==> src/rtl/core/ffpc_pkg.sv <==
`timescale 1ns / 1ps
// ----------------------------------------------------------------------------
// ffpc_pkg
// Shared types, register indexes and rule tables for the fire pixel classifier.
// ----------------------------------------------------------------------------
package ffpc_pkg;

   localparam int LEVEL_W     = 8;
   localparam int THRESH_W    = 7;
   localparam int SCORE_W     = 8;
   localparam int WEIGHT_W    = 4;
   localparam int CSR_INDEX_W = 1;
   localparam int CSR_DATA_W  = 8;

   // register indexes on the csr port
   localparam logic [CSR_INDEX_W-1:0] CSR_FRAME_MAX = 1'd0;
   localparam logic [CSR_INDEX_W-1:0] CSR_THRESHOLD = 1'd1;

   localparam logic [LEVEL_W-1:0]  FRAME_MAX_RESET = 8'd255;
   localparam logic [THRESH_W-1:0] THRESHOLD_RESET = 7'd60;

   // rule that fires for a pixel; at most one can, since each difference
   // is either low, high or neither
   typedef enum logic [2:0] {
      RULE_NONE,
      RULE_LOW_LOW,
      RULE_LOW_HIGH,
      RULE_HIGH_LOW,
      RULE_HIGH_HIGH
   } rule_type;

   // centroid weight of the rule, in tenths
   function automatic logic [WEIGHT_W-1:0] rule_weight(input rule_type rule);
      logic [WEIGHT_W-1:0] w;
      w = '0;
      unique case (rule)
         RULE_LOW_HIGH:  w = 4'd3;
         RULE_HIGH_LOW:  w = 4'd5;
         RULE_HIGH_HIGH: w = 4'd10;
         default:        w = '0;
      endcase
      return w;
   endfunction

   // floor(256 * weight / 10), saturated
   function automatic logic [SCORE_W-1:0] rule_score(input rule_type rule);
      logic [SCORE_W-1:0] s;
      s = '0;
      unique case (rule)
         RULE_LOW_HIGH:  s = 8'd76;
         RULE_HIGH_LOW:  s = 8'd128;
         RULE_HIGH_HIGH: s = 8'd255;
         default:        s = '0;
      endcase
      return s;
   endfunction

endpackage

==> src/rtl/core/fuzzy_fire_pixel_classifier_top.sv <==
`timescale 1ns / 1ps
// ----------------------------------------------------------------------------
// fuzzy_fire_pixel_classifier_top
// Fuzzy YCbCr fire pixel classifier: flag and score for one pixel per cycle.
// ----------------------------------------------------------------------------
// Pipeline: three register stages (differences, memberships, defuzzify) lie
// between a req transaction and its rsp transaction.
// Throughput: one pixel per cycle; a stall on rsp holds the output stage and
// earlier stages fill empty slots until all three are full, and the output
// stage frees its slot in the same cycle it is taken.
// Reset: synchronous, active high; clears all stage valid bits and loads
// frame_max = 255 and threshold = 60 hundredths.
// ----------------------------------------------------------------------------
module fuzzy_fire_pixel_classifier_top (
   input  logic        clock,
   input  logic        reset,
   // input stream
   input  logic        req_tvalid,
   output logic        req_tready,
   input  logic [23:0] req_tdata,   // [7:0] y_level, [15:8] cr_level, [23:16] cb_level
   // result stream
   output logic        rsp_tvalid,
   input  logic        rsp_tready,
   output logic [7:0]  rsp_tdata,   // [7:0] fire_score
   output logic [0:0]  rsp_tuser,   // [0] fire_flag
   // configuration writes
   input  logic                                 csr_we,
   input  logic [ffpc_pkg::CSR_INDEX_W-1:0]     csr_index,
   input  logic [ffpc_pkg::CSR_DATA_W-1:0]      csr_wdata
);

   // -------------------------------------------------------------------------
   // Configuration registers
   // -------------------------------------------------------------------------
   logic [ffpc_pkg::LEVEL_W-1:0]  frame_max_ff;
   logic [ffpc_pkg::THRESH_W-1:0] threshold_ff;

   always_ff @(posedge clock) begin
      if (reset) begin
         frame_max_ff <= ffpc_pkg::FRAME_MAX_RESET;
         threshold_ff <= ffpc_pkg::THRESHOLD_RESET;
      end else if (csr_we) begin
         unique case (csr_index)
            ffpc_pkg::CSR_FRAME_MAX: frame_max_ff <= csr_wdata[ffpc_pkg::LEVEL_W-1:0];
            ffpc_pkg::CSR_THRESHOLD: threshold_ff <= csr_wdata[ffpc_pkg::THRESH_W-1:0];
            default: ;
         endcase
      end
   end

   // -------------------------------------------------------------------------
   // Stage handshake: a stage takes new data when it is empty or when the
   // stage after it moves on in the same cycle.
   // -------------------------------------------------------------------------
   logic v1_ff, v2_ff, v3_ff;
   logic ready1, ready2, ready3;

   assign ready3     = !v3_ff || rsp_tready;
   assign ready2     = !v2_ff || ready3;
   assign ready1     = !v1_ff || ready2;
   assign req_tready = ready1;

   always_ff @(posedge clock) begin
      if (reset) begin
         v1_ff <= 1'b0;
         v2_ff <= 1'b0;
         v3_ff <= 1'b0;
      end else begin
         if (ready1) v1_ff <= req_tvalid;
         if (ready2) v2_ff <= v1_ff;
         if (ready3) v3_ff <= v2_ff;
      end
   end

   // -------------------------------------------------------------------------
   // Stage 1: form D1 = Y - Cb and D2 = Cr - Cb, kept as sign and magnitude.
   // Both lie in -255..255, so the magnitude fits 8 bits.
   // -------------------------------------------------------------------------
   logic [ffpc_pkg::LEVEL_W-1:0] y_lvl, cr_lvl, cb_lvl;
   logic signed [ffpc_pkg::LEVEL_W:0] d1, d2, d1_neg, d2_neg;

   logic                         d1_sign_ff, d2_sign_ff, d1_sign_in, d2_sign_in;
   logic [ffpc_pkg::LEVEL_W-1:0] d1_mag_ff, d2_mag_ff, d1_mag_in, d2_mag_in;

   assign y_lvl  = req_tdata[7:0];
   assign cr_lvl = req_tdata[15:8];
   assign cb_lvl = req_tdata[23:16];

   always_comb begin
      d1         = $signed({1'b0, y_lvl}) - $signed({1'b0, cb_lvl});
      d2         = $signed({1'b0, cr_lvl}) - $signed({1'b0, cb_lvl});
      d1_neg     = -d1;
      d2_neg     = -d2;
      d1_sign_in = d1[ffpc_pkg::LEVEL_W];
      d2_sign_in = d2[ffpc_pkg::LEVEL_W];
      d1_mag_in  = d1_sign_in ? d1_neg[ffpc_pkg::LEVEL_W-1:0] : d1[ffpc_pkg::LEVEL_W-1:0];
      d2_mag_in  = d2_sign_in ? d2_neg[ffpc_pkg::LEVEL_W-1:0] : d2[ffpc_pkg::LEVEL_W-1:0];
   end

   always_ff @(posedge clock) begin
      if (ready1 && req_tvalid) begin
         d1_sign_ff <= d1_sign_in;
         d2_sign_ff <= d2_sign_in;
         d1_mag_ff  <= d1_mag_in;
         d2_mag_ff  <= d2_mag_in;
      end
   end

   // -------------------------------------------------------------------------
   // Stage 2: memberships. A triangle is nonzero only strictly inside (-M,0)
   // for low and (0,M) for high, so a difference is low, high or neither.
   // A min rule fires when both of its memberships are nonzero; at most one
   // rule can fire, which makes the centroid that rule's weight alone.
   // -------------------------------------------------------------------------
   logic d1_act, d2_act, lo1, hi1, lo2, hi2;
   ffpc_pkg::rule_type rule_ff, rule_in;

   always_comb begin
      d1_act = (d1_mag_ff != '0) && (d1_mag_ff < frame_max_ff);
      d2_act = (d2_mag_ff != '0) && (d2_mag_ff < frame_max_ff);
      lo1    = d1_act &&  d1_sign_ff;
      hi1    = d1_act && !d1_sign_ff;
      lo2    = d2_act &&  d2_sign_ff;
      hi2    = d2_act && !d2_sign_ff;
      if      (lo1 && lo2) rule_in = ffpc_pkg::RULE_LOW_LOW;
      else if (lo1 && hi2) rule_in = ffpc_pkg::RULE_LOW_HIGH;
      else if (hi1 && lo2) rule_in = ffpc_pkg::RULE_HIGH_LOW;
      else if (hi1 && hi2) rule_in = ffpc_pkg::RULE_HIGH_HIGH;
      else                 rule_in = ffpc_pkg::RULE_NONE;
   end

   always_ff @(posedge clock) begin
      if (ready2 && v1_ff) rule_ff <= rule_in;
   end

   // -------------------------------------------------------------------------
   // Stage 3: defuzzify. Since num = w*r and den = r, the flag compare
   // 10*num > T*den reduces to 10*w > T, and the score is a fixed value per
   // rule. No rule firing gives flag 0 and score 0.
   // -------------------------------------------------------------------------
   logic [ffpc_pkg::WEIGHT_W-1:0] weight;
   logic [ffpc_pkg::THRESH_W-1:0] weight_x10;
   logic                          flag_ff, flag_in;
   logic [ffpc_pkg::SCORE_W-1:0]  score_ff, score_in;

   always_comb begin
      weight     = ffpc_pkg::rule_weight(rule_ff);
      weight_x10 = ffpc_pkg::THRESH_W'({weight, 3'b000}) + ffpc_pkg::THRESH_W'({weight, 1'b0});
      flag_in    = (rule_ff != ffpc_pkg::RULE_NONE) && (weight_x10 > threshold_ff);
      score_in   = ffpc_pkg::rule_score(rule_ff);
   end

   always_ff @(posedge clock) begin
      if (ready3 && v2_ff) begin
         flag_ff  <= flag_in;
         score_ff <= score_in;
      end
   end

   assign rsp_tvalid   = v3_ff;
   assign rsp_tdata    = score_ff;
   assign rsp_tuser[0] = flag_ff;

   // -------------------------------------------------------------------------
   // Assertions
   // -------------------------------------------------------------------------
   a_flag_has_score: assert property (@(posedge clock) disable iff (reset)
      rsp_tvalid && rsp_tuser[0] |-> rsp_tdata != '0)
      else $error("fire flag set with zero score");

   a_reset_empties: assert property (@(posedge clock)
      reset |=> !rsp_tvalid && !v1_ff && !v2_ff)
      else $error("pipeline not empty after reset");

   a_stage_advance: assert property (@(posedge clock) disable iff (reset)
      v2_ff && ready3 |=> v3_ff)
      else $error("stage 2 item lost on advance");

   a_stall_holds_mid: assert property (@(posedge clock) disable iff (reset)
      v2_ff && !ready3 |=> v2_ff && $stable(rule_ff))
      else $error("stage 2 item changed under stall");

endmodule
==> config.mk <==
export PLATFORM = sky130hd
export DESIGN_NAME = fuzzy_fire_pixel_classifier_top
export DESIGN_NICKNAME = d
export VERILOG_FILES = /design/src/rtl/core/ffpc_pkg.sv /design/src/rtl/core/fuzzy_fire_pixel_classifier_top.sv
export SDC_FILE = /design/constraint.sdc
export NUM_CORES = 1
export LEC_CHECK = 0
export ABC_AREA = 1
export BUFFER_PORTS_ARGS = -buffer_cell sky130_fd_sc_hd__buf_2
export CAP_MARGIN = 25
export CORE_MARGIN = 1.5
export CORE_UTILIZATION = 60
export CTS_CLUSTER_SIZE = 28
export DETAILED_ROUTE_END_ITERATION = 8
export GPL_ROUTABILITY_DRIVEN = 0
export GPL_TIMING_DRIVEN = 0
export PLACE_DENSITY = 0.83
export SLEW_MARGIN = 20
export SYNTH_ARGS = -nofsm -noshare
export SYNTH_HDL_FRONTEND = slang
export SYNTH_SLANG_ARGS = --single-unit
==> constraint.sdc <==
create_clock -name clock -period 3.2 [get_ports clock]
set_clock_uncertainty 0.15 [all_clocks]
set_input_delay 0 -clock clock [delete_from_list [all_inputs] [get_ports clock]]
set_output_delay 0 -clock clock [all_outputs]
set_load 0.02 [all_outputs]
### After elaboration in Yosys (flattened, before gate mapping)

Index checks and enable logic that the tools add are counted.
Widths: inputs -> output; s select.

| storage, ports and cells | value |
|---|---|
| register bits after elaboration | 48 |
| input bits | 38 |
| logic and storage cells | 60 |

| operators by class | value |
|---|---|
| add/sub/neg operators | 5 |
| order comparisons | 3 |
| equality and inequality tests | 3 |
| multiplexer cells | 7 |
| bitwise logic cells | 1 |
| reduce and logical (&&, ||, !) cells | 28 |

Operators by type and width:

| cell | count |
|---|---|
| $pmux 8 s3 | 1 |
| $sub 8x8->9 | 2 |
| $lt 8x8->1 | 2 |
| $mux 8 | 2 |
| $neg 8->8 | 2 |
| $reduce_bool 8->1 | 2 |
| $logic_and 1x1->1 | 14 |
| $pmux 4 s3 | 1 |
| $add 7x5->7 | 1 |
| $gt 7x7->1 | 1 |
| $eq 3x2->1 const B | 2 |
| $logic_not 1->1 | 5 |
| $mux 2 | 2 |
| $reduce_and 2->1 | 2 |
| $eq 3x3->1 const B | 1 |
| $logic_or 1x1->1 | 3 |
| $mux 3 | 1 |
| $reduce_bool 3->1 | 1 |
| $reduce_or 3->1 | 1 |
| $not 1->1 | 1 |

### Longest topological paths before layout

| logic depth | value |
|---|---|
| depth after elaboration | 7 |
| gate-level depth with buffers | 14 |
| gate-level depth less buffers | 14 |

### Worst setup path before layout

No wires, ideal clock.

| path | value |
|---|---|
| path type | register to register |
| from | register rule_ff[2] |
| to | register flag_ff (netlist: rsp_tuser) (data pin) |
| library setup time | 0.255 ns |
| arrival time | 1.755 ns |
| data required time | 2.795 ns |
| setup slack | 1.040 ns |
| stages on the path, launching flop included | 11 |
| path buffers | 0 |
| period minus slack after synthesis | 2.160 ns |
| path through | edfxtp_1 > nor2_1 > nand2_1 > inv_1 > ha_1 > ha_1 > ha_1 > a21oi_1 > o21ai_0 > o22ai_1 > nor2_1 |

| between the ends | value |
|---|---|
| cells in the longest elaborated chain, start to end | 5 |
| elaborated cells on any way between the ends | 8 |

Ends and longest elaborated chain:

| what | line | RTL |
|---|---|---|
| from (decl) | fuzzy_fire_pixel_classifier_top.sv:116 | `ffpc_pkg::rule_type rule_ff, rule_in;` |
| from (signal assigned) | fuzzy_fire_pixel_classifier_top.sv:133 | `if (ready2 && v1_ff) rule_ff <= rule_in;` |
| $eq 3x3->1 or $eq 3x2->1 (tied branches) | ffpc_pkg.sv:36 | `unique case (rule)` |
| $pmux 4 s3 | ffpc_pkg.sv:36 |  |
| $add 7x5->7 | fuzzy_fire_pixel_classifier_top.sv:148 | `weight_x10 = ffpc_pkg::THRESH_W'({weight, 3'b000}) + ffpc_pkg::THRESH_W'({weight, 1'b0});` |
| $gt 7x7->1 | fuzzy_fire_pixel_classifier_top.sv:149 | `flag_in = (rule_ff != ffpc_pkg::RULE_NONE) && (weight_x10 > threshold_ff);` |
| $logic_and 1x1->1 (*) | fuzzy_fire_pixel_classifier_top.sv:149 |  |
| named net flag_in | fuzzy_fire_pixel_classifier_top.sv:143 | `logic flag_ff, flag_in;` |
| to (signal assigned) | fuzzy_fire_pixel_classifier_top.sv:155 | `flag_ff <= flag_in;` |
| to (decl) | fuzzy_fire_pixel_classifier_top.sv:143 |  |

The timed path passes the listed nets; every way through them passes the cells marked *.
A chain may end at the register's enable or synchronous reset.

### Worst setup path in the final report

Same ends and word-level chain as after synthesis.

==> flow_results.org <==
** Logic synthesis
- The mapped netlist covers between 0.003 and 0.004 mm².
- Warnings from Yosys :: 0
- Top_reg_cell synth :: sky130_fd_sc_hd__edfxtp_1
- Post-synthesis cell type with the largest combined area :: sky130_fd_sc_hd__edfxtp_1
- Total of flip-flops plus latches after synthesis :: 43
- Yosys mapped a number of flops with a built-in enable equal to 25.
- Counting every net in the synthesized netlist gives about 520.
- For this run, the register share of the synthesized area comes to 0.334.
- Of the post-synthesis cell area, the dominant cell type holds 0.226.
- Ranked by total cell area, the synthesized netlist is headed by sky130_fd_sc_hd__edfxtp_1 (23%), sky130_fd_sc_hd__ha_1 (15%), sky130_fd_sc_hd__nand2_1 (13%).
- The netlist uses 32 different library cells.
- Share of synthesized flip-flops with an asynchronous set or reset :: 0
- Synthesized netlist cell count :: roughly 440
- A synthesized cell averages approximately 7.5 µm².

** Worst setup path
- STA classifies the critical path endpoint as a flop.
- Depth of the most critical reg-to-reg path :: 12
- The worst setup path is launched from a flop.
- Endpoint of the most critical register-to-register path :: rsp_tuser
- The worst register-to-register path begins at rule_ff[2].
- Data arrival time at the worst-slack endpoint :: approximately 2400 ps
- Required time at the endpoint of the critical path :: roughly 3100 ps
- In this run the worst path has a maximum fanout of 6.
- Reg2reg setup slack :: approximately 710 ps
- The worst setup path is of the flop to flop kind.

** STA
- Across all hold checks on the routed design, the worst slack comes to 32.8 ps.
- For the pin with the worst max-slew slack, the measured transition is between 500 and 600 ps.
- Highest clock rate :: about 400 MHz
- Fin. Hold Viols :: 0
- Period utilisation layout :: 0.778
- Setup slack on the critical path of the routed design comes to around 700 ps.
- Slew Limit Headroom :: 0.609
- Final setup fails :: 0
- The final count of pins violating max slew was 0.
- Total negative slack :: 0 ps
- Setup repair after global routing missed its margin :: false
- Time the final worst path needs with I/O delays and setup :: around 2500 ps

** Worst hold path
- Class of the worst hold path :: input port to flop
- The worst hold path was traced through 3 stages.
- Start point of the worst min-delay path :: req_tdata[16]
- For hold timing, the worst endpoint is d2_mag_ff[0].

** Cells and area
- Ratio of cells with drive above 1 in the final layout :: 0.155
- # diodes :: 0
- The count of cells in the finished layout, fillers not included, comes to just under 600.
- From synthesis to final layout, the design area changed by 18.1%.
- Leading cell types in the layout, fill and taps excluded :: sky130_fd_sc_hd__nand2_1 (116), sky130_fd_sc_hd__inv_1 (79), sky130_fd_sc_hd__buf_2 (49)
- Commonest non-fill, non-tap cell in the layout :: sky130_fd_sc_hd__nand2_1
- For this run, the post-layout net count is slightly below 600.
- The layout has just under 400 filler cells.

** Route
- Total iterations of the first detailed-routing run :: 4
- Starting DRT DRC Count :: between 100 and 150
- In the routed design, unresolved DRC markers number 0.
- Routed WL :: roughly 6400 µm
- In the routed layout, each cell is associated on average with a via count of between 5 and 6.
- In this run the remaining antenna-violating nets after routing total 0.
- Number of vias in the routed layout :: slightly below 3000
- Dividing the detail-routed wire length by the instance count gives ~11 µm.

** Clock tree
- Clock-pin slew was measured on the worst setup and hold paths at around 80 ps.
- CTS tree :: yes
- Clock latency on the worst-skew pair :: between 200 and 300 ps
- Counting the buffers created by CTS gives 5.
- For this design, the sink count on the clock tree is 43.
- Root Buffer :: sky130_fd_sc_hd__clkbuf_8
- Once the clock tree was built, the setup fixing pass inserted 0 buffers.
- CTS built an H-tree with a depth of 2.
- In this run, post-CTS repair resized a total of 0 instances.
- Bufs on Longest Clock Path :: 2

** Die
- Site row count :: 26
- The die covers 0.00599 mm².
- Vertical die dimension :: 77.4 µm
- The initial utilization of the core area, before any placement, comes to 0.634.
- From left edge to right edge, the die measures roughly 77 µm.
- 49 I/O pins were placed.
- Placeable Area :: roughly 0.0052 mm²

** Power and ir drop
- Cell Int Power :: 1.07 mW
- Of the total power, registers draw 0.442.
- Leakage power of the design :: ~2.1 nW
- For this design the total switching power over the nets is ~0.5 mW.
- Maximum vdd drop :: 0.000186 V
- Dividing total power by cell area gives a power density of 396 mW/mm².
- Of the total power, the share spent switching nets is 0.313.
- Clock power share :: 0.240
- Final Total Pwr :: 1.55 mW
- The share of total power dissipated in combinational logic is 0.318.

** Global routing
- Global route hottest layer :: met2
- First-pass GRT wire length :: approximately 11000 µm
- Entering global routing, the biggest net connects 19 pins.
- For this run, global-route usage on met3 was measured as 0.0376.
- Total routing usage reported by global routing :: 0.236
- The via count of the first global-routing pass came to ~2900.
- Met1 track demand over resource in global routing :: 0.242
- The initial antenna violation count is 0.
- After global routing the overflow that remains totals 0.
- Met2 usage in global routing :: 0.462

** Place
- Final HPWL DP :: between 5000 and 6000 µm
- Inst Count DP :: approximately 560
- Input and output buffers added on the ports amount to 48.
- Before CTS, the worst setup slack after placement is roughly 740 ps.

** Flow run
- The tool flagged a number of max-cap violations equal to 0.

** Status
- The flow ran to the end, and the final reports show no timing, DRC or antenna violations.
==> layout make-up <==
class                           instances  area (µm²)  area share
Buffer                                  9        61.3      0.0156
Multi-Input combinational cell        311        1850       0.470
Timing Repair Buffer                   65         410       0.105
Clock buffer                            8         103      0.0262
Inverter                               81         304      0.0775
Tap cell                               70        87.6      0.0223
Sequential cell                        43        1110       0.283
==> what timing repair did <==
| item | 4_1_cts | 5_1_grt |
|---|---|---|
| setup endpoints to repair | 0 | 0 |
| hold buffers | 17 | 0 |
| hold endpoints to repair | 18 | 0 |
==> worst max-delay path by stage <==
stage,startpoint,slack (ps),to
final,rule_ff[2],710,rsp_tuser
after global routing,rule_ff[2],500,rsp_tuser
after CTS,rule_ff[2],730,rsp_tuser
after detailed placement,rule_ff[2],740,rsp_tuser
after global placement,rule_ff[2],850,rsp_tuser
after floorplan,rule_ff[2],1040,rsp_tuser
==> sequential cells by signal, summed over array words and instances, names as in the netlist <==
signal,count
v1_ff,1
rsp_tuser,1
d2_sign_ff,1
threshold_ff,7
rsp_tvalid,1
d1_mag_ff,8
d2_mag_ff,8
frame_max_ff,8
rsp_tdata,3
d1_sign_ff,1
v2_ff,1
rule_ff,3
==> stage by stage <==
stage	utilization	area, µm²
6_report	0.749	3920
5_1_grt	0.749	3920
3_3_place_gp	0.697	3650
3_5_place_dp	0.697	3650
2_1_floorplan	-	3320
4_1_cts	0.749	3920
==> power by group through the flow <==
| stage | combinational (mW) | clock (mW) | sequential [mW] |
|---|---|---|---|
| detailed placement | 0.477 | 0 | 0.699 |
| CTS | 0.495 | 0.378 | 0.687 |
| global placement | 0.453 | 0 | 0.697 |
| floorplan | 0.369 | 0 | 0.693 |
| finish | 0.494 | 0.372 | 0.687 |
| global route | 0.575 | 0.405 | 0.694 |
==> critical path, stage by stage (launching register included) <==
cell and delay [ps]:
sky130_fd_sc_hd__edfxtp_1 470, sky130_fd_sc_hd__nor2_1 240, sky130_fd_sc_hd__nand2_1 90, sky130_fd_sc_hd__inv_1 80, sky130_fd_sc_hd__ha_1 150, sky130_fd_sc_hd__ha_1 170, sky130_fd_sc_hd__nor2_1 60, sky130_fd_sc_hd__a21oi_1 130
sky130_fd_sc_hd__ha_1 260, sky130_fd_sc_hd__nand2_1 90, sky130_fd_sc_hd__o21ai_0 110, sky130_fd_sc_hd__o22ai_1 180, sky130_fd_sc_hd__nor2_1 60
==> layer usage <==
layer / routed length, µm / vias to the layer above / part of all wire
met2: 3280 / 78 / 0.51
met4: 217 / 0 / 0.034
li1: - / 1582 / -
met1: 2660 / 1285 / 0.42
met5: 0 / - / 0
met3: 249 / 19 / 0.039
==> synthesized netlist by cell type (7+ instances only) <==
cell and number:
sky130_fd_sc_hd__edfxtp_1 25, sky130_fd_sc_hd__dfxtp_1 18, sky130_fd_sc_hd__o21ai_0 9, sky130_fd_sc_hd__nand3_1 26, sky130_fd_sc_hd__nor2_1 37, sky130_fd_sc_hd__buf_4 7
sky130_fd_sc_hd__ha_1 40, sky130_fd_sc_hd__o211ai_1 12, sky130_fd_sc_hd__nand2_1 116, sky130_fd_sc_hd__a21oi_1 25, sky130_fd_sc_hd__inv_1 79
==> cells by family (layout without fill, tap and decap cells) <==
logic type,after synthesis,in the layout,share of synthesized area
AOI/OAI and AO/OA,59,59,0.106
xor gates and xnor gates,6,6,0.0158
adders and majority gates,42,42,0.163
buffers and inverters,90,163,0.110
DFF,43,43,0.334
and+or+nand+nor,204,204,0.271
Note: power is estimated with default switching activity, not from simulation.
